--- src/rtl/core/lts_pkg.sv ---
// Lottery ticket scheduler shared package: sizes, status and request codes,
// cell command and result types. No dependencies.
package lts_pkg;
    localparam int TableDepth  = 16;
    localparam int WeightBits  = 8;
    localparam int IdBits      = 8;
    localparam int CountBits   = $clog2(TableDepth + 1);
    localparam int IdxBits     = $clog2(TableDepth);
    localparam int TotalBits   = WeightBits + IdxBits;
    localparam int RandBits    = 32;
    localparam int QuantBits   = 16;

    localparam logic [1:0] KindAdd    = 2'd0;
    localparam logic [1:0] KindRemove = 2'd1;
    localparam logic [1:0] KindTick   = 2'd2;

    localparam logic [2:0] StAdded    = 3'd0;
    localparam logic [2:0] StFull     = 3'd1;
    localparam logic [2:0] StRemoved  = 3'd2;
    localparam logic [2:0] StNotFound = 3'd3;
    localparam logic [2:0] StWait     = 3'd4;
    localparam logic [2:0] StEmpty    = 3'd5;
    localparam logic [2:0] StDrawn    = 3'd6;

    // Shift command to the cell row.
    typedef struct packed {
        logic                 load;     // write new entry at tail position
        logic                 del;      // close the gap at del_idx
        logic [IdxBits-1:0]   wr_idx;
        logic [IdxBits-1:0]   del_idx;
        logic [IdBits-1:0]    id;
        logic [WeightBits-1:0] weight;
    } t_cell_cmd;

    typedef struct packed {
        logic [2:0]        status;
        logic [IdBits-1:0] winner_id;
        logic              winner_valid;
        logic              running_removed;
    } t_result;
endpackage

--- src/rtl/core/lts_if.sv ---
// Valid/ready channel interfaces for the scheduler requests and results.
// Depends on lts_pkg.
interface lts_req_if import lts_pkg::*; ();
    logic                  valid;
    logic                  ready;
    logic [1:0]            kind;
    logic [IdBits-1:0]     entry_id;
    logic [WeightBits-1:0] weight;
    logic [RandBits-1:0]   random_value;
    modport source (output valid, kind, entry_id, weight, random_value, input ready);
    modport sink   (input valid, kind, entry_id, weight, random_value, output ready);
endinterface

interface lts_res_if import lts_pkg::*; ();
    logic              valid;
    logic              ready;
    logic [2:0]        status;
    logic [IdBits-1:0] winner_id;
    logic              winner_valid;
    logic              running_removed;
    modport source (output valid, status, winner_id, winner_valid, running_removed,
                    input ready);
    modport sink   (input valid, status, winner_id, winner_valid, running_removed,
                    output ready);
endinterface

--- src/rtl/core/lts_cell.sv ---
// One table cell: holds an id and a weight, takes its right neighbor's entry
// when a gap closes at or below it. Depends on lts_pkg.
module lts_cell import lts_pkg::*; (
    input  logic                  i_clk,
    input  logic [IdxBits-1:0]    i_pos,
    input  t_cell_cmd             i_cmd,
    input  logic [IdBits-1:0]     i_nb_id,
    input  logic [WeightBits-1:0] i_nb_weight,
    output logic [IdBits-1:0]     o_id,
    output logic [WeightBits-1:0] o_weight
);
    logic [IdBits-1:0]     r_id;
    logic [WeightBits-1:0] r_weight;

    // load new entry, or shift from neighbor above the removed slot
    always_ff @(posedge i_clk) begin
        if (i_cmd.load && i_cmd.wr_idx == i_pos) begin
            r_id     <= i_cmd.id;
            r_weight <= i_cmd.weight;
        end else if (i_cmd.del && i_pos >= i_cmd.del_idx) begin
            r_id     <= i_nb_id;
            r_weight <= i_nb_weight;
        end
    end

    assign o_id     = r_id;
    assign o_weight = r_weight;
endmodule

--- src/rtl/core/lottery_ticket_scheduler.sv ---
// Lottery ticket scheduler top level: sequencer, modulo unit and cell row.
// Depends on lts_pkg, lts_if, lts_cell.
//
//  channel  | dir | payload
//  i_req    | in  | kind, entry_id, weight, random_value
//  o_res    | out | status, winner_id, winner_valid, running_removed
//  cfg      | in  | i_cfg_we, i_cfg_wdata (quantum_reload)
//
// Add, and a tick that does not draw: accept, then the result stage.
// Remove: accept, a scan of the slots newest first (up to 16, plus a last scan step
// when no id matches), then the result stage.
// Tick with a draw: accept, 32 restoring-division steps (r_bit), a walk over the
// entries oldest first (r_idx, up to 16), then the result stage.
// Reset clears count, total, quantum and running state; table contents stay.
// One request in work at a time; the result stage stalls only while the output
// register still holds a result that has not been taken.
module lottery_ticket_scheduler import lts_pkg::*; (
    input  logic                 i_clk,
    input  logic                 i_rst_n,
    input  logic                 i_cfg_we,
    input  logic [QuantBits-1:0] i_cfg_wdata,
    lts_req_if.sink              i_req,
    lts_res_if.source            o_res
);
    localparam logic [2:0] SIdle = 3'd0;
    localparam logic [2:0] SScan = 3'd1;
    localparam logic [2:0] SDiv  = 3'd2;
    localparam logic [2:0] SWalk = 3'd3;
    localparam logic [2:0] SOut  = 3'd4;

    logic [2:0]            r_state;
    logic [CountBits-1:0]  r_count;
    logic [TotalBits-1:0]  r_total;
    logic [QuantBits-1:0]  r_quantum, r_reload;
    logic [IdBits-1:0]     r_cur_id, r_key;
    logic                  r_cur_valid;
    logic [CountBits-1:0]  r_idx;
    logic [5:0]            r_bit;
    logic [RandBits-1:0]   r_rand;
    logic [TotalBits:0]    r_rem;
    logic [TotalBits-1:0]  r_acc;
    t_result               r_res;
    t_result               r_out;
    logic                  r_res_valid;

    logic [IdBits-1:0]     cell_id [TableDepth];
    logic [WeightBits-1:0] cell_w  [TableDepth];
    t_cell_cmd             cmd;

    logic [IdxBits-1:0]    idx_lo;
    logic [TotalBits:0]    n_rem;
    logic [TotalBits-1:0]  n_acc;
    logic                  out_free;

    assign idx_lo = r_idx[IdxBits-1:0];
    assign out_free = !r_res_valid || o_res.ready;
    assign i_req.ready = (r_state == SIdle);

    // build the cell row
    for (genvar g = 0; g < TableDepth; g++) begin : g_cell
        logic [IdBits-1:0]     nb_id;
        logic [WeightBits-1:0] nb_w;
        if (g == TableDepth - 1) begin : g_last
            assign nb_id = cell_id[g];
            assign nb_w  = cell_w[g];
        end else begin : g_mid
            assign nb_id = cell_id[g+1];
            assign nb_w  = cell_w[g+1];
        end
        lts_cell u_cell (
            .i_clk      (i_clk),
            .i_pos      (IdxBits'(g)),
            .i_cmd      (cmd),
            .i_nb_id    (nb_id),
            .i_nb_weight(nb_w),
            .o_id       (cell_id[g]),
            .o_weight   (cell_w[g])
        );
    end

    // one restoring-division step and one walk step
    always_comb begin
        logic [TotalBits+1:0] trial;
        trial = {r_rem, r_rand[RandBits-1]};
        if (trial >= {2'b00, r_total}) n_rem = (TotalBits+1)'(trial - {2'b00, r_total});
        else                           n_rem = (TotalBits+1)'(trial);
        n_acc = r_acc + TotalBits'(cell_w[idx_lo]);
    end

    // cell command
    always_comb begin
        cmd        = '0;
        cmd.wr_idx = r_count[IdxBits-1:0];
        cmd.id     = i_req.entry_id;
        cmd.weight = i_req.weight;
        cmd.load   = i_req.valid && i_req.ready && i_req.kind == KindAdd
                     && r_count < CountBits'(TableDepth);
        cmd.del    = (r_state == SScan) && r_idx != '0 && cell_id[IdxBits'(r_idx - 1'b1)] == r_key;
        cmd.del_idx = IdxBits'(r_idx - 1'b1);
    end

    // config register
    always_ff @(posedge i_clk) begin
        if (!i_rst_n) r_reload <= '0;
        else if (i_cfg_we) r_reload <= i_cfg_wdata;
    end

    // output register valid: set when a result moves in, drop when taken
    always_ff @(posedge i_clk) begin
        if (!i_rst_n) begin
            r_res_valid <= 1'b0;
        end else if (r_state == SOut && out_free) begin
            r_res_valid <= 1'b1;
        end else if (o_res.ready) begin
            r_res_valid <= 1'b0;
        end
    end

    // sequencer
    always_ff @(posedge i_clk) begin
        if (!i_rst_n) begin
            r_state     <= SIdle;
            r_count     <= '0;
            r_total     <= '0;
            r_quantum   <= '0;
            r_cur_id    <= '0;
            r_cur_valid <= 1'b0;
        end else begin
            case (r_state)
                SIdle: begin
                    if (i_req.valid && i_req.ready) begin
                        r_res.winner_id       <= '0;
                        r_res.winner_valid    <= 1'b0;
                        r_res.running_removed <= 1'b0;
                        r_key   <= i_req.entry_id;
                        r_rand  <= i_req.random_value;
                        case (i_req.kind)
                            KindAdd: begin
                                r_state <= SOut;
                                if (r_count < CountBits'(TableDepth)) begin
                                    r_count      <= r_count + 1'b1;
                                    r_total      <= r_total + TotalBits'(i_req.weight);
                                    r_res.status <= StAdded;
                                end else begin
                                    r_res.status <= StFull;
                                end
                            end
                            KindRemove: begin
                                r_idx   <= r_count;
                                r_state <= SScan;
                            end
                            KindTick: begin
                                if (r_count == '0) begin
                                    r_res.status <= StEmpty;
                                    r_state      <= SOut;
                                end else if (r_quantum != '0) begin
                                    r_quantum    <= r_quantum - 1'b1;
                                    r_res.status <= StWait;
                                    r_state      <= SOut;
                                end else if (r_total == '0) begin
                                    r_res.status <= StEmpty;
                                    r_state      <= SOut;
                                end else begin
                                    r_rem   <= '0;
                                    r_bit   <= '0;
                                    r_state <= SDiv;
                                end
                            end
                            default: r_state <= SIdle;
                        endcase
                    end
                end
                SScan: begin
                    // scan newest first; on a hit close the gap this cycle
                    if (r_idx == '0) begin
                        r_res.status <= StNotFound;
                        r_state      <= SOut;
                    end else if (cmd.del) begin
                        r_total      <= r_total - TotalBits'(cell_w[cmd.del_idx]);
                        r_count      <= r_count - 1'b1;
                        r_res.status <= StRemoved;
                        if (r_cur_valid && r_cur_id == r_key) begin
                            r_cur_valid           <= 1'b0;
                            r_res.running_removed <= 1'b1;
                        end
                        r_state <= SOut;
                    end else begin
                        r_idx <= r_idx - 1'b1;
                    end
                end
                SDiv: begin
                    r_rem  <= n_rem;
                    r_rand <= r_rand << 1;
                    r_bit  <= r_bit + 1'b1;
                    if (r_bit == 6'(RandBits - 1)) begin
                        r_idx   <= '0;
                        r_acc   <= '0;
                        r_state <= SWalk;
                    end
                end
                SWalk: begin
                    // walk oldest first until the ticket falls below the sum or the last entry is reached
                    r_acc <= n_acc;
                    if ({1'b0, n_acc} > r_rem || r_idx == r_count - 1'b1) begin
                        r_cur_id           <= cell_id[idx_lo];
                        r_cur_valid        <= 1'b1;
                        r_quantum          <= r_reload;
                        r_res.status       <= StDrawn;
                        r_res.winner_id    <= cell_id[idx_lo];
                        r_res.winner_valid <= 1'b1;
                        r_state            <= SOut;
                    end else begin
                        r_idx <= r_idx + 1'b1;
                    end
                end
                SOut: begin
                    // hold until the output register is free
                    if (out_free) begin
                        r_out   <= r_res;
                        r_state <= SIdle;
                    end
                end
                default: r_state <= SIdle;
            endcase
        end
    end

    assign o_res.valid           = r_res_valid;
    assign o_res.status          = r_out.status;
    assign o_res.winner_id       = r_out.winner_id;
    assign o_res.winner_valid    = r_out.winner_valid;
    assign o_res.running_removed = r_out.running_removed;

    // count never exceeds the table depth
    a_count: assert property (@(posedge i_clk) disable iff (!i_rst_n)
        r_count <= CountBits'(TableDepth)) else $error("slot count overflow");
    // a draw result always names a winner
    a_draw: assert property (@(posedge i_clk) disable iff (!i_rst_n)
        o_res.valid && o_res.status == StDrawn |-> o_res.winner_valid)
        else $error("draw without winner");
    // running flag only on removes
    a_rr: assert property (@(posedge i_clk) disable iff (!i_rst_n)
        o_res.valid && o_res.running_removed |-> o_res.status == StRemoved)
        else $error("running flag on non-remove");
    // empty table holds no tickets
    a_tot: assert property (@(posedge i_clk) disable iff (!i_rst_n)
        r_count == '0 |-> r_total == '0) else $error("tickets without entries");
endmodule
--- src/flat_wrapper.sv ---
// flat-port wrapper written by rule: the top's interface ports become plain ports
module lottery_ticket_scheduler_flat import lts_pkg::*;
  (i_clk, i_rst_n, i_cfg_we, i_cfg_wdata, i_req_valid, i_req_kind, i_req_entry_id, i_req_weight, i_req_random_value, i_req_ready, o_res_valid, o_res_status, o_res_winner_id, o_res_winner_valid, o_res_running_removed, o_res_ready);
  lts_req_if i_req_i ();
  lts_res_if o_res_i ();
  input  logic i_clk;
  input  logic i_rst_n;
  input  logic i_cfg_we;
  input  logic [QuantBits-1:0] i_cfg_wdata;
  input wire logic [$bits(i_req_i.valid)-1:0] i_req_valid;
  input wire logic [$bits(i_req_i.kind)-1:0] i_req_kind;
  input wire logic [$bits(i_req_i.entry_id)-1:0] i_req_entry_id;
  input wire logic [$bits(i_req_i.weight)-1:0] i_req_weight;
  input wire logic [$bits(i_req_i.random_value)-1:0] i_req_random_value;
  output wire logic [$bits(i_req_i.ready)-1:0] i_req_ready;
  output wire logic [$bits(o_res_i.valid)-1:0] o_res_valid;
  output wire logic [$bits(o_res_i.status)-1:0] o_res_status;
  output wire logic [$bits(o_res_i.winner_id)-1:0] o_res_winner_id;
  output wire logic [$bits(o_res_i.winner_valid)-1:0] o_res_winner_valid;
  output wire logic [$bits(o_res_i.running_removed)-1:0] o_res_running_removed;
  input wire logic [$bits(o_res_i.ready)-1:0] o_res_ready;
  assign i_req_i.valid = i_req_valid;
  assign i_req_i.kind = i_req_kind;
  assign i_req_i.entry_id = i_req_entry_id;
  assign i_req_i.weight = i_req_weight;
  assign i_req_i.random_value = i_req_random_value;
  assign i_req_ready = i_req_i.ready;
  assign o_res_valid = o_res_i.valid;
  assign o_res_status = o_res_i.status;
  assign o_res_winner_id = o_res_i.winner_id;
  assign o_res_winner_valid = o_res_i.winner_valid;
  assign o_res_running_removed = o_res_i.running_removed;
  assign o_res_i.ready = o_res_ready;
  lottery_ticket_scheduler u_core (.i_clk(i_clk), .i_rst_n(i_rst_n), .i_cfg_we(i_cfg_we), .i_cfg_wdata(i_cfg_wdata), .i_req(i_req_i), .o_res(o_res_i));
endmodule
--- config.mk ---
export PLATFORM = sky130hd
export DESIGN_NAME = lottery_ticket_scheduler_flat
export DESIGN_NICKNAME = d
export VERILOG_FILES = /design/src/rtl/core/lts_pkg.sv /design/src/rtl/core/lts_if.sv /design/src/rtl/core/lts_cell.sv /design/src/rtl/core/lottery_ticket_scheduler.sv /design/src/flat_wrapper.sv
export SDC_FILE = /design/constraint.sdc
export NUM_CORES = 1
export LEC_CHECK = 0
export ABC_CLOCK_PERIOD_IN_PS = 7800
export BUFFER_PORTS_ARGS = -buffer_cell sky130_fd_sc_hd__buf_2
export CORE_MARGIN = 1.5
export CORE_UTILIZATION = 53
export CTS_CLUSTER_DIAMETER = 30
export DETAILED_ROUTE_END_ITERATION = 8
export MAX_ROUTING_LAYER = met4
export PLACE_DENSITY_LB_ADDON = 0.3
export SETUP_SLACK_MARGIN = 0.15
export SYNTH_ARGS = -nofsm -noshare
export SYNTH_HDL_FRONTEND = slang
export SYNTH_HIERARCHICAL = 1
export SYNTH_SLANG_ARGS = --single-unit
--- constraint.sdc ---
create_clock -name i_clk -period 7.8 [get_ports i_clk]
set_input_delay 0.78 -clock i_clk [delete_from_list [all_inputs] [get_ports i_clk]]
set_output_delay 0.78 -clock i_clk [all_outputs]
set_load 0.01 [all_outputs]
==> impl_metrics.csv, run 1 <==
group,metric,value,unit
routing,dr.pass1.iters,5,
worst_setup_path,critPathCaptureType,"flip-flop",
sta,report.final.hold_viol_count,0,
worst_setup_path,timing.critical_path.fanout_max,21,
clock_network,cts-hold-fix-buffers,0,
place,place_congestion,0.903,
routing,viasPerCell,6.00,
yosys,synth.avg_cell_area,12.7,µm²
floorplan,placement_rows,81,
power_and_ir_drop,power_per_cell_area,219,nW/µm²
yosys,synth_largest_area_cell,"sky130_fd_sc_hd__edfxtp_1",
floorplan,starting_utilization_of_the_core_area,0.540,
clock_network,tritoncts.num_buffers,91,
sta,grt_setup_unrepaired,"no",
clock_network,insertion_delay,0.62,ns
clock_network,post-cts-setup-buffer-count,0,
clock_network,cts_resized,0,
sta,finalMaxSlewViolations,0,
clock_network,tritoncts,"done",
place,instance_count_after_placement_with_tap_cells_included,2911,
grt,number_of_global_route_vias_before_repair,18800,
worst_setup_path,critical-path-top-delay-family,"compound AO/OA/AOI/OAI gates",
worst_setup_path,worstSetupPathType,"flip-flop to flip-flop",
yosys,distinct_cells_synth,68,
yosys,async_flop_share,0,
power_and_ir_drop,power_leakage,12.0,nW
grt,grtUsageMet2,0.433,
sta,max_freq,154,MHz
grt,gr-usage-met1,0.344,
yosys,synthFlopType,"sky130_fd_sc_hd__edfxtp_1",
finish,final.fill_count,3590,
grt,global_route.usage.total,0.273,
routing,ant_nets,0,
yosys,ys_seq_area_frac,0.452,
place,hpwl,45.2,mm
grt,grt_start_max_net_pins,88,
clock_network,clockBufferDepth,3,
sta,clock_skew,0.0337,ns
run,maxCapViolations,0,
clock_network,cts_max_level,3,
sta,setup_total_negative_slack,0,ns
grt,busiest_layer,"met2",
yosys,mapped_cells,2094,
finish,diode_insertion_count_for_antenna_repair,0,
grt,initial_antenna_violation_count,0,
place,portBuffers,85,
grt,global_route.overflow_total,0,
routing,detail_route.iter0.violations,1514,
routing,drt_wirelength,66.8,mm
worst_setup_path,critical_path.max_stage_delay,0.95,ns
worst_setup_path,crit_buf_inv,3,
yosys,synth.most_common_cell,"sky130_fd_sc_hd__edfxtp_1",
routing,route.detailed.drc,0,
sta,final_period_minus_worst_setup_slack,6.51,ns
sta,worst-slew-pin-transition,1.23,ns
sta,final_critical_path_share_of_the_clock_period,0.835,
grt,met3_usage,0.0535,
worst_setup_path,critPathMostFrequentCell,"sky130_fd_sc_hd__a21oi_1",
clock_network,cts_root_buffer,"sky130_fd_sc_hd__clkbuf_16",
worst_setup_path,cp.arrival,7.04,ns
sta,worst_hold_slack,0.415,ns
outcome,status,"finished, final reports clean",
routing,wl_per_cell,21.7,µm
floorplan,fp.dieH,227,µm
finish,layout.nets,2529,
worst_setup_path,crit_path_top_delay_cell,"sky130_fd_sc_hd__edfxtp_1",
worst_setup_path,crit_chain,"buf_4, buf_4, mux4_2, mux4_2, ha_1, inv_1, o21bai_1, a21oi_1, o21ai_0, a21oi_1, nor2_1, xor2_1, ha_1, a2111oi_0, nand2_1, o21ai_0, a21oi_1, nor2_1, o21ai_0, a21oi_1",
worst_hold_path,min_path_type,"input pin to flip-flop",
clock_network,clock_transition_at_the_registers_of_the_reported_paths,0.05,ns
sta,relSlewSlack,0.179,
finish,finish.cell_count_without_fillers,3078,
yosys,netlist.area_leader.share,0.405,
yosys,mappedNetlistArea,26500,µm²
floorplan,dieArea,51400,µm²
floorplan,die_w,227,µm
worst_setup_path,crit_start_category,"flip-flop",
finish,layout_cells_sized_above_1,0.303,
power_and_ir_drop,post-layout-total-power,0.00684,W
finish,synthesis_to_layout_area_growth,17.4,%
yosys,synthTopCellsByArea,"sky130_fd_sc_hd__edfxtp_1 (40%), sky130_fd_sc_hd__mux4_2 (12%), sky130_fd_sc_hd__mux2_2 (11%), sky130_fd_sc_hd__ha_1 (5.4%), sky130_fd_sc_hd__dfxtp_1 (4.7%)",
yosys,number_of_flops_mapped_to_enable_cells_by_yosys,358,
grt,grt_pass1_wl,105,mm
clock_network,cts.sink_count,420,
worst_setup_path,worstPathRequired,8.33,ns
floorplan,io_pins,86,
yosys,synth-seq-cells,420,
finish,post-route-util,0.634,
sta,setup_violations,0,
yosys,yosys-top-cells-count,"sky130_fd_sc_hd__edfxtp_1 (358), sky130_fd_sc_hd__mux2_2 (258), sky130_fd_sc_hd__nand2_1 (197)",
yosys,synthesis.yosys.warnings,6,
floorplan,core_region_area,49200,µm²
routing,routed-via-count,18500,
power_and_ir_drop,vdd_drop_max,0.000159,V
-- stage by stage --
| step | instance area, µm² | worst slack (ns) |
|---|---|---|
| after floorplan | 27000 | 0.586 |
| after global placement | 28100 | 1.56 |
| after detailed placement | 28100 | 1.36 |
| after CTS | 31200 | 1.32 |
| after global routing | 31200 | 0.753 |
| final | 31200 | 1.29 |
-- worst reg2reg max path, delay by kind of cell (launching register included) --
kind | cells | cell delay, ns
XOR/XNOR | 1 | 0.19
AO/OA/AOI/OAI | 9 | 1.94
flip-flops | 1 | 0.95
multiplexers | 2 | 1.07
adder cells (fa/ha/maj) | 2 | 0.63
AND/OR/NAND/NOR | 3 | 0.83
buffers and inverters | 3 | 0.82
-- final timing paths --
kind                                     to  slack, ns  cells after the start             from
setup / recovery        u_core/r_quantum[2]       1.29                     20  u_core/r_idx[1]
hold / removal           u_core/r_reload[3]       0.42                      3   i_cfg_wdata[3]
setup reg to reg        u_core/r_quantum[2]       1.29                     20  u_core/r_idx[1]
hold reg to reg   u_core/o_res.winner_valid       0.42                      0  u_core/r_res[1]
-- sequential cells by signal (all words and copies together), names as in the netlist, 6 cells and up --
signal	flops
u_core/r_rem	13
u_core/r_quantum	16
u_core/r_total	12
u_core/g_cell.u_cell/o_id	128
u_core/o_res.winner_id	8
u_core/r_reload	16
u_core/r_key	8
u_core/r_acc	12
u_core/r_res	13
u_core/r_cur_id	8
u_core/r_bit	6
u_core/r_rand	32
u_core/g_cell.u_cell/o_weight	128
-- cell type report --
type                            instances  area (µm²)  area share
Multi-Input combinational cell       1579       14100       0.452
Tap cell                              664         831      0.0267
Sequential cell                       420       12000       0.385
Clock inverter                         61         619      0.0199
Clock buffer                          106        2430      0.0778
Inverter                              121         467      0.0150
Timing Repair Buffer                  127         753      0.0242
-- power breakdown --
group,switching [W],internal [W],leakage [nW]
Combinational,0.000342,0.000236,6.74
Sequential,0.0000284,0.00246,3.77
Clock,0.00127,0.00250,1.48
Total,0.00164,0.00520,12.0
-- placed cells by master, fill, tap and decap left out, types with 16 or more instances in the layout --
cell,synthesis,layout
sky130_fd_sc_hd__nand3_1,22,22
sky130_fd_sc_hd__dfxtp_1,62,62
sky130_fd_sc_hd__a211oi_1,20,20
sky130_fd_sc_hd__nand2b_1,25,25
sky130_fd_sc_hd__mux2i_1,60,60
sky130_fd_sc_hd__buf_2,13,85
sky130_fd_sc_hd__and2_1,22,22
sky130_fd_sc_hd__a21oi_1,80,79
sky130_fd_sc_hd__inv_1,119,118
sky130_fd_sc_hd__nor3_1,17,16
sky130_fd_sc_hd__a21o_2,16,16
sky130_fd_sc_hd__nor4_4,17,17
sky130_fd_sc_hd__buf_4,0,41
sky130_fd_sc_hd__mux4_2,145,145
sky130_fd_sc_hd__xor2_1,81,80
sky130_fd_sc_hd__ha_1,115,114
sky130_fd_sc_hd__clkbuf_16,0,93
sky130_fd_sc_hd__conb_1,2,128
sky130_fd_sc_hd__mux2_2,258,258
sky130_fd_sc_hd__nor2_1,97,97
sky130_fd_sc_hd__nand2_1,197,197
sky130_fd_sc_hd__edfxtp_1,358,358
sky130_fd_sc_hd__o21ai_0,80,80
sky130_fd_sc_hd__xnor2_1,49,49
-- routing by layer --
layer	vias up	routed length, µm	part of all wire
li1	8302	-	-
met1	9130	26500	0.40
met3	150	5950	0.089
met5	-	0	0
met4	0	2150	0.032
met2	871	32200	0.48
-- cells by family after synthesis --
| family | Yosys count | share of synthesized area |
|---|---|---|
| AND/OR/NAND/NOR | 476 | 0.0941 |
| AO/OA/AOI/OAI | 264 | 0.0613 |
| adder cells (fa/ha/maj) | 118 | 0.0565 |
| buffers and inverters | 221 | 0.0383 |
| flip-flops | 420 | 0.452 |
| multiplexers | 463 | 0.255 |
| XOR/XNOR | 130 | 0.0429 |
| other | 2 | 0.000283 |
No activity file was read; power rests on OpenSTA's default activity.
==> run 2: changes to the inputs <==
ABC_CLOCK_PERIOD_IN_PS = 6300   (was 7800)
clock period = 6.3 ns   (was 7.8 ns; I/O delays follow)
==> run 2 against run 1 <==
  * Maximum frequency increased by 14%
  * Wire length increased by 1.8%
  * Cell count increased by 0.78%
  * Total power increased by 29%
  * Critical path type unchanged
  * Highest routed layer unchanged
==> impl_metrics.csv, run 2 (synthesized netlist as in run 1, its figures left out) <==
group,metric,value,unit
run,maxCapViolations,0,
floorplan,io_pins,86,
finish,storage_cell_area,12000,µm²
worst_setup_path,timing.critical_path.fanout_max,20,
routing,detail_route.iter0.violations,1647,
grt,initial_antenna_violation_count,1,
sta,max_freq,175,MHz
routing,routed-via-count,18600,
outcome,status,"finished, final reports clean",
grt,grt_pass1_wl,106,mm
routing,drt_wirelength,68.0,mm
floorplan,die_w,227,µm
finish,final.fill_count,3546,
floorplan,placement_rows,81,
place,instance_count_after_placement_with_tap_cells_included,2927,
power_and_ir_drop,power_per_cell_area,279,nW/µm²
worst_setup_path,crit_buf_inv,1,
worst_hold_path,min_path_type,"input pin to flip-flop",
worst_setup_path,crit_chain,"buf_12, mux4_2, mux4_2, ha_1, fa_1, a21o_1, a21oi_1, o21bai_1, a21oi_1, o21ai_0, a21oi_1, nor2_1, xor2_1, ha_1, a2111oi_1, nand2_1, o21ai_1, a21oi_2, nor4_4",
floorplan,core_region_area,49200,µm²
sta,grt_setup_unrepaired,"no",
worst_setup_path,critical-path-top-delay-family,"compound AO/OA/AOI/OAI gates",
clock_network,cts.sink_count,420,
routing,viasPerCell,5.98,
worst_setup_path,critical_path.max_stage_delay,0.55,ns
worst_setup_path,critPathMostFrequentCell,"sky130_fd_sc_hd__a21oi_1",
finish,post-route-util,0.642,
clock_network,clock_transition_at_the_registers_of_the_reported_paths,0.04,ns
place,portBuffers,85,
grt,grt_start_max_net_pins,56,
sta,final_critical_path_share_of_the_clock_period,0.907,
sta,setup_total_negative_slack,0,ns
floorplan,starting_utilization_of_the_core_area,0.540,
clock_network,tritoncts.num_buffers,95,
finish,commonest_non_fill_non_tap_cell_in_the_layout,"sky130_fd_sc_hd__edfxtp_1",
finish,layout_cells_sized_above_1,0.310,
sta,relSlewSlack,0.304,
finish,multiInputGateArea,14100,µm²
power_and_ir_drop,vdd_drop_max,0.000183,V
worst_setup_path,crit_start_category,"flip-flop",
clock_network,cts-hold-fix-buffers,0,
sta,finalMaxSlewViolations,0,
power_and_ir_drop,power_leakage,12.2,nW
grt,global_route.usage.total,0.278,
floorplan,fp.dieH,227,µm
sta,worst_hold_slack,0.256,ns
grt,global_route.overflow_total,0,
clock_network,cts_root_buffer,"sky130_fd_sc_hd__clkbuf_16",
clock_network,clockBufferDepth,3,
worst_setup_path,critPathCaptureType,"flip-flop",
place,place_congestion,0.930,
routing,dr.pass1.iters,5,
worst_setup_path,crit_path_top_delay_cell,"sky130_fd_sc_hd__mux4_2",
finish,finish.cell_count_without_fillers,3102,
routing,wl_per_cell,21.9,µm
worst_setup_path,worstPathRequired,6.55,ns
sta,clock_skew,0.0322,ns
floorplan,dieArea,51400,µm²
worst_setup_path,cp.arrival,5.96,ns
sta,final_period_minus_worst_setup_slack,5.71,ns
clock_network,cts_max_level,3,
worst_setup_path,worstSetupPathType,"flip-flop to flip-flop",
grt,number_of_global_route_vias_before_repair,18900,
place,hpwl,47.2,mm
finish,layout.nets,2549,
clock_network,tritoncts,"done",
sta,report.final.hold_viol_count,0,
sta,worst-slew-pin-transition,1.04,ns
finish,synthesis_to_layout_area_growth,18.9,%
clock_network,insertion_delay,0.63,ns
routing,ant_nets,0,
finish,leading_cell_types_in_the_layout_fill_and_taps_excluded,"sky130_fd_sc_hd__edfxtp_1 (358), sky130_fd_sc_hd__mux2_2 (258), sky130_fd_sc_hd__nand2_1 (197)",
routing,route.detailed.drc,0,
sta,setup_violations,0,
[run 2: worst reg2reg max path: cells and delay by family (launching register included)]
family	cells	cell delay, ns
AND/OR/NAND/NOR	3	0.67
buffers and inverters	1	0.22
flip-flops	1	0.40
XOR/XNOR	1	0.16
multiplexers	2	1.06
AO/OA/AOI/OAI	9	1.88
adder cells (fa/ha/maj)	3	0.94
[run 2: worst paths after layout]
kind | cells past startpoint | slack, ns | end | startpoint
max reg2reg | 19 | 0.59 | u_core/r_idx[0] | u_core/r_idx[1]
min reg2reg | 0 | 0.41 | u_core/o_res.status[2] | u_core/r_res[12]
min | 3 | 0.26 | u_core/r_reload[1] | i_cfg_wdata[1]
max | 19 | 0.59 | u_core/r_idx[0] | u_core/r_idx[1]
[run 2: layer usage]
layer | global-route usage | routed length (µm)
met4 | 0.0966 | 2030
met1 | 0.351 | 27200
met3 | 0.0508 | 5590
met2 | 0.449 | 33200
met5 | - | 0
[run 2: cell type report]
class / count / share of cell area
diodes: 1 / 0.0000793
clock buffers: 112 / 0.0786
clock inverters: 62 / 0.0247
inverters: 121 / 0.0148
multi-input cells: 1579 / 0.447
flip-flops and latches: 420 / 0.380
well taps: 664 / 0.0263
repair buffers: 143 / 0.0287
[run 2: through the flow]
step	instance area (µm²)	total power [W]	worst slack, ns
finish	31600	0.00881	0.586
floorplan	27100	0.00363	0.181
CTS	31600	0.00885	0.350
global placement	28300	0.00382	0.522
global route	31600	0.00908	0.216
detailed placement	28300	0.00385	0.371
[run 2: power breakdown]
group / internal [W] / leakage, nW / switching [W] / total (W)
combinational: 0.000298 / 6.84 / 0.000429 / 0.000727
clock: 0.00342 / 1.58 / 0.00157 / 0.00499
sequential: 0.00305 / 3.77 / 0.0000358 / 0.00309
total: 0.00677 / 12.2 / 0.00204 / 0.00881
[run 2: timing repair]
item | CTS | global route
setup buffers | 0 | 0
gates resized for setup | 0 | 7
setup endpoints to repair | 0 | 21
==> run 3: changes to the inputs <==
CAP_MARGIN = 20   (was not set)
CTS_CLUSTER_SIZE = 14   (was not set)
RECOVER_POWER = 25   (was not set)
==> run 3 against run 2 <==
  * The flow now finishes with violations (max-capacitance violations, max-slew violations)
  * Sequential share of layout area about the same
  * Wire length did not move
  * Global-route usage is 0.054 points lower
  * Via count increased by 0.78%
  * Non-clock buffer count rose by 1
  * Flip-flop and latch count unchanged
  * Sequential power hardly changed
  * Setup slack worse by 0.081 ns
  * Hold slack worse by 0.00062 ns
  * Cell count up 0.16%
  * Combinational power decreased by 0.7%
  * Critical path depth increased by 2
==> impl_metrics.csv, run 3 (synthesized netlist as in run 1, its figures left out) <==
group,metric,value,unit
outcome,status,"finished with violations",
outcome,violations,"max-capacitance violations, max-slew violations",
worst_setup_path,worstPathRequired,6.69,ns
clock_network,cts-hold-fix-buffers,0,
clock_network,insertion_delay,0.63,ns
routing,wl_per_cell,21.9,µm
worst_hold_path,min_path_type,"input pin to flip-flop",
clock_network,tritoncts,"done",
sta,finalMaxSlewViolations,122,
worst_setup_path,ff2ff_path_depth,21,
finish,post-route-util,0.642,
floorplan,dieArea,51400,µm²
grt,global_route.usage.total,0.277,
grt,number_of_global_route_vias_before_repair,18900,
sta,report.final.hold_viol_count,0,
worst_setup_path,timing.critical_path.fanout_max,47,
sta,fin_ws,0.505,ns
power_and_ir_drop,vdd_drop_max,0.000182,V
clock_network,tritoncts.num_buffers,95,
sta,clock_skew,0.0276,ns
finish,synthesis_to_layout_area_growth,18.8,%
floorplan,starting_utilization_of_the_core_area,0.540,
place,placement.setup.worst_slack,0.371,ns
run,maxCapViolations,3,
clock_network,clockBufferDepth,3,
sta,final_critical_path_share_of_the_clock_period,0.920,
floorplan,io_pins,86,
grt,initial_antenna_violation_count,1,
grt,grt_pass1_wl,106,mm
routing,route.detailed.drc,0,
routing,dr.pass1.iters,8,
sta,grt_setup_unrepaired,"no",
power_and_ir_drop,power_leakage,12.1,nW
floorplan,die_w,227,µm
clock_network,cts.sink_count,420,
worst_setup_path,cp.arrival,6.18,ns
finish,final.fill_count,3559,
sta,worst-slew-pin-transition,2.70,ns
sta,setup_total_negative_slack,0,ns
finish,commonest_non_fill_non_tap_cell_in_the_layout,"sky130_fd_sc_hd__edfxtp_1",
floorplan,fp.dieH,227,µm
clock_network,cts_max_level,3,
sta,relSlewSlack,-0.799,
routing,drt_wirelength,68.0,mm
worst_setup_path,worstSetupPathType,"flip-flop to flip-flop",
finish,leading_cell_types_in_the_layout_fill_and_taps_excluded,"sky130_fd_sc_hd__edfxtp_1 (358), sky130_fd_sc_hd__mux2_2 (258), sky130_fd_sc_hd__nand2_1 (197)",
power_and_ir_drop,power_per_cell_area,282,nW/µm²
finish,layout_cells_sized_above_1,0.296,
grt,global_route.overflow_total,0,
worst_setup_path,crit_start_category,"flip-flop",
floorplan,core_region_area,49200,µm²
grt,grt_start_max_net_pins,56,
routing,ant_nets,0,
place,place_congestion,0.930,
worst_hold_path,holdPathStages,3,
place,portBuffers,85,
worst_setup_path,critPathCaptureType,"flip-flop",
clock_network,clock_transition_at_the_registers_of_the_reported_paths,0.04,ns
sta,setup_violations,0,
routing,detail_route.iter0.violations,1506,
sta,final_period_minus_worst_setup_slack,5.79,ns
routing,viasPerCell,6.02,
floorplan,placement_rows,81,
place,hpwl,47.2,mm
clock_network,cts_root_buffer,"sky130_fd_sc_hd__clkbuf_16",
sta,max_freq,173,MHz
routing,routed-via-count,18700,
finish,layout.nets,2550,
-- run 3: cell count changes in the layout (fill, tap and decap cells not counted), sizes merged --
cell / delta
buf: -33
bufinv: +1
clkbuf: +31
clkinv: -4
clkinvlp: +3
diode: +2
inv: +5
-- run 3: layout make-up --
type	instances	area (µm²)	share of cell area
clock inverter	67	856	0.0271
multi-input combinational	1579	14100	0.446
tap	664	831	0.0263
sequential	420	12000	0.380
antenna	3	7.51	0.000238
inverter	121	467	0.0148
timing repair buffer	144	846	0.0268
clock buffer	109	2470	0.0784
-- run 3: repair_timing --
| action | 4_1_cts | 5_1_grt |
|---|---|---|
| hold endpoints to repair | 0 | 0 |
| buffers inserted | 0 | 0 |
| resized for setup | 0 | 7 |
| setup endpoints to repair | 0 | 21 |
-- run 3: worst paths after layout --
check	start	end	slack (ns)
max	u_core/r_idx[0]	u_core/r_total[10]	0.51
min	i_cfg_wdata[1]	u_core/r_reload[1]	0.26
max reg2reg	u_core/r_idx[0]	u_core/r_total[10]	0.51
min reg2reg	u_core/r_res[12]	u_core/o_res.status[2]	0.41
-- run 3: where the power goes --
part / internal, W / switching [W]
clock: 0.00348 / 0.00162
combinational: 0.000294 / 0.000428
sequential: 0.00305 / 0.0000357
-- run 3: metrics by stage --
stage | instance area [µm²] | hold WS (ns) | power (W) | cells
finish | 31500 | 0.256 | 0.00891 | 3107
global route | 31500 | 0.259 | 0.00917 | 3105
CTS | 31600 | 0.240 | 0.00895 | 3103
detailed placement | 28300 | 0.408 | 0.00385 | 2927
global placement | 28300 | 0.403 | 0.00382 | 2927
floorplan | 27100 | 0.400 | 0.00363 | 2220
-- run 3: critical path, stage by stage (launching register included) --
cell and delay [ns]:
sky130_fd_sc_hd__edfxtp_1 0.57, sky130_fd_sc_hd__clkbuf_1 0.22, sky130_fd_sc_hd__buf_4 0.36, sky130_fd_sc_hd__buf_6 0.55
sky130_fd_sc_hd__or4_4 0.28, sky130_fd_sc_hd__and2_1 0.47, sky130_fd_sc_hd__clkinv_8 0.31, sky130_fd_sc_hd__nand2_1 0.13
sky130_fd_sc_hd__nand3_1 0.08, sky130_fd_sc_hd__o21ai_0 0.12, sky130_fd_sc_hd__ha_1 0.21, sky130_fd_sc_hd__inv_1 0.06
sky130_fd_sc_hd__fa_1 0.41, sky130_fd_sc_hd__a21oi_1 0.21, sky130_fd_sc_hd__o21ai_0 0.15, sky130_fd_sc_hd__a21o_1 0.21
sky130_fd_sc_hd__a21o_1 0.20, sky130_fd_sc_hd__a311oi_1 0.41, sky130_fd_sc_hd__o21bai_1 0.10, sky130_fd_sc_hd__a21oi_1 0.20
sky130_fd_sc_hd__xor2_1 0.17, sky130_fd_sc_hd__o31ai_1 0.07
-- run 3: per-layer routing --
layer	routed length (µm)	global-route usage	up-vias
met4	2150	0.0985	0
met2	33100	0.449	909
met3	5370	0.0503	155
met1	27400	0.349	9284
li1	-	-	8354
met5	0	-	-
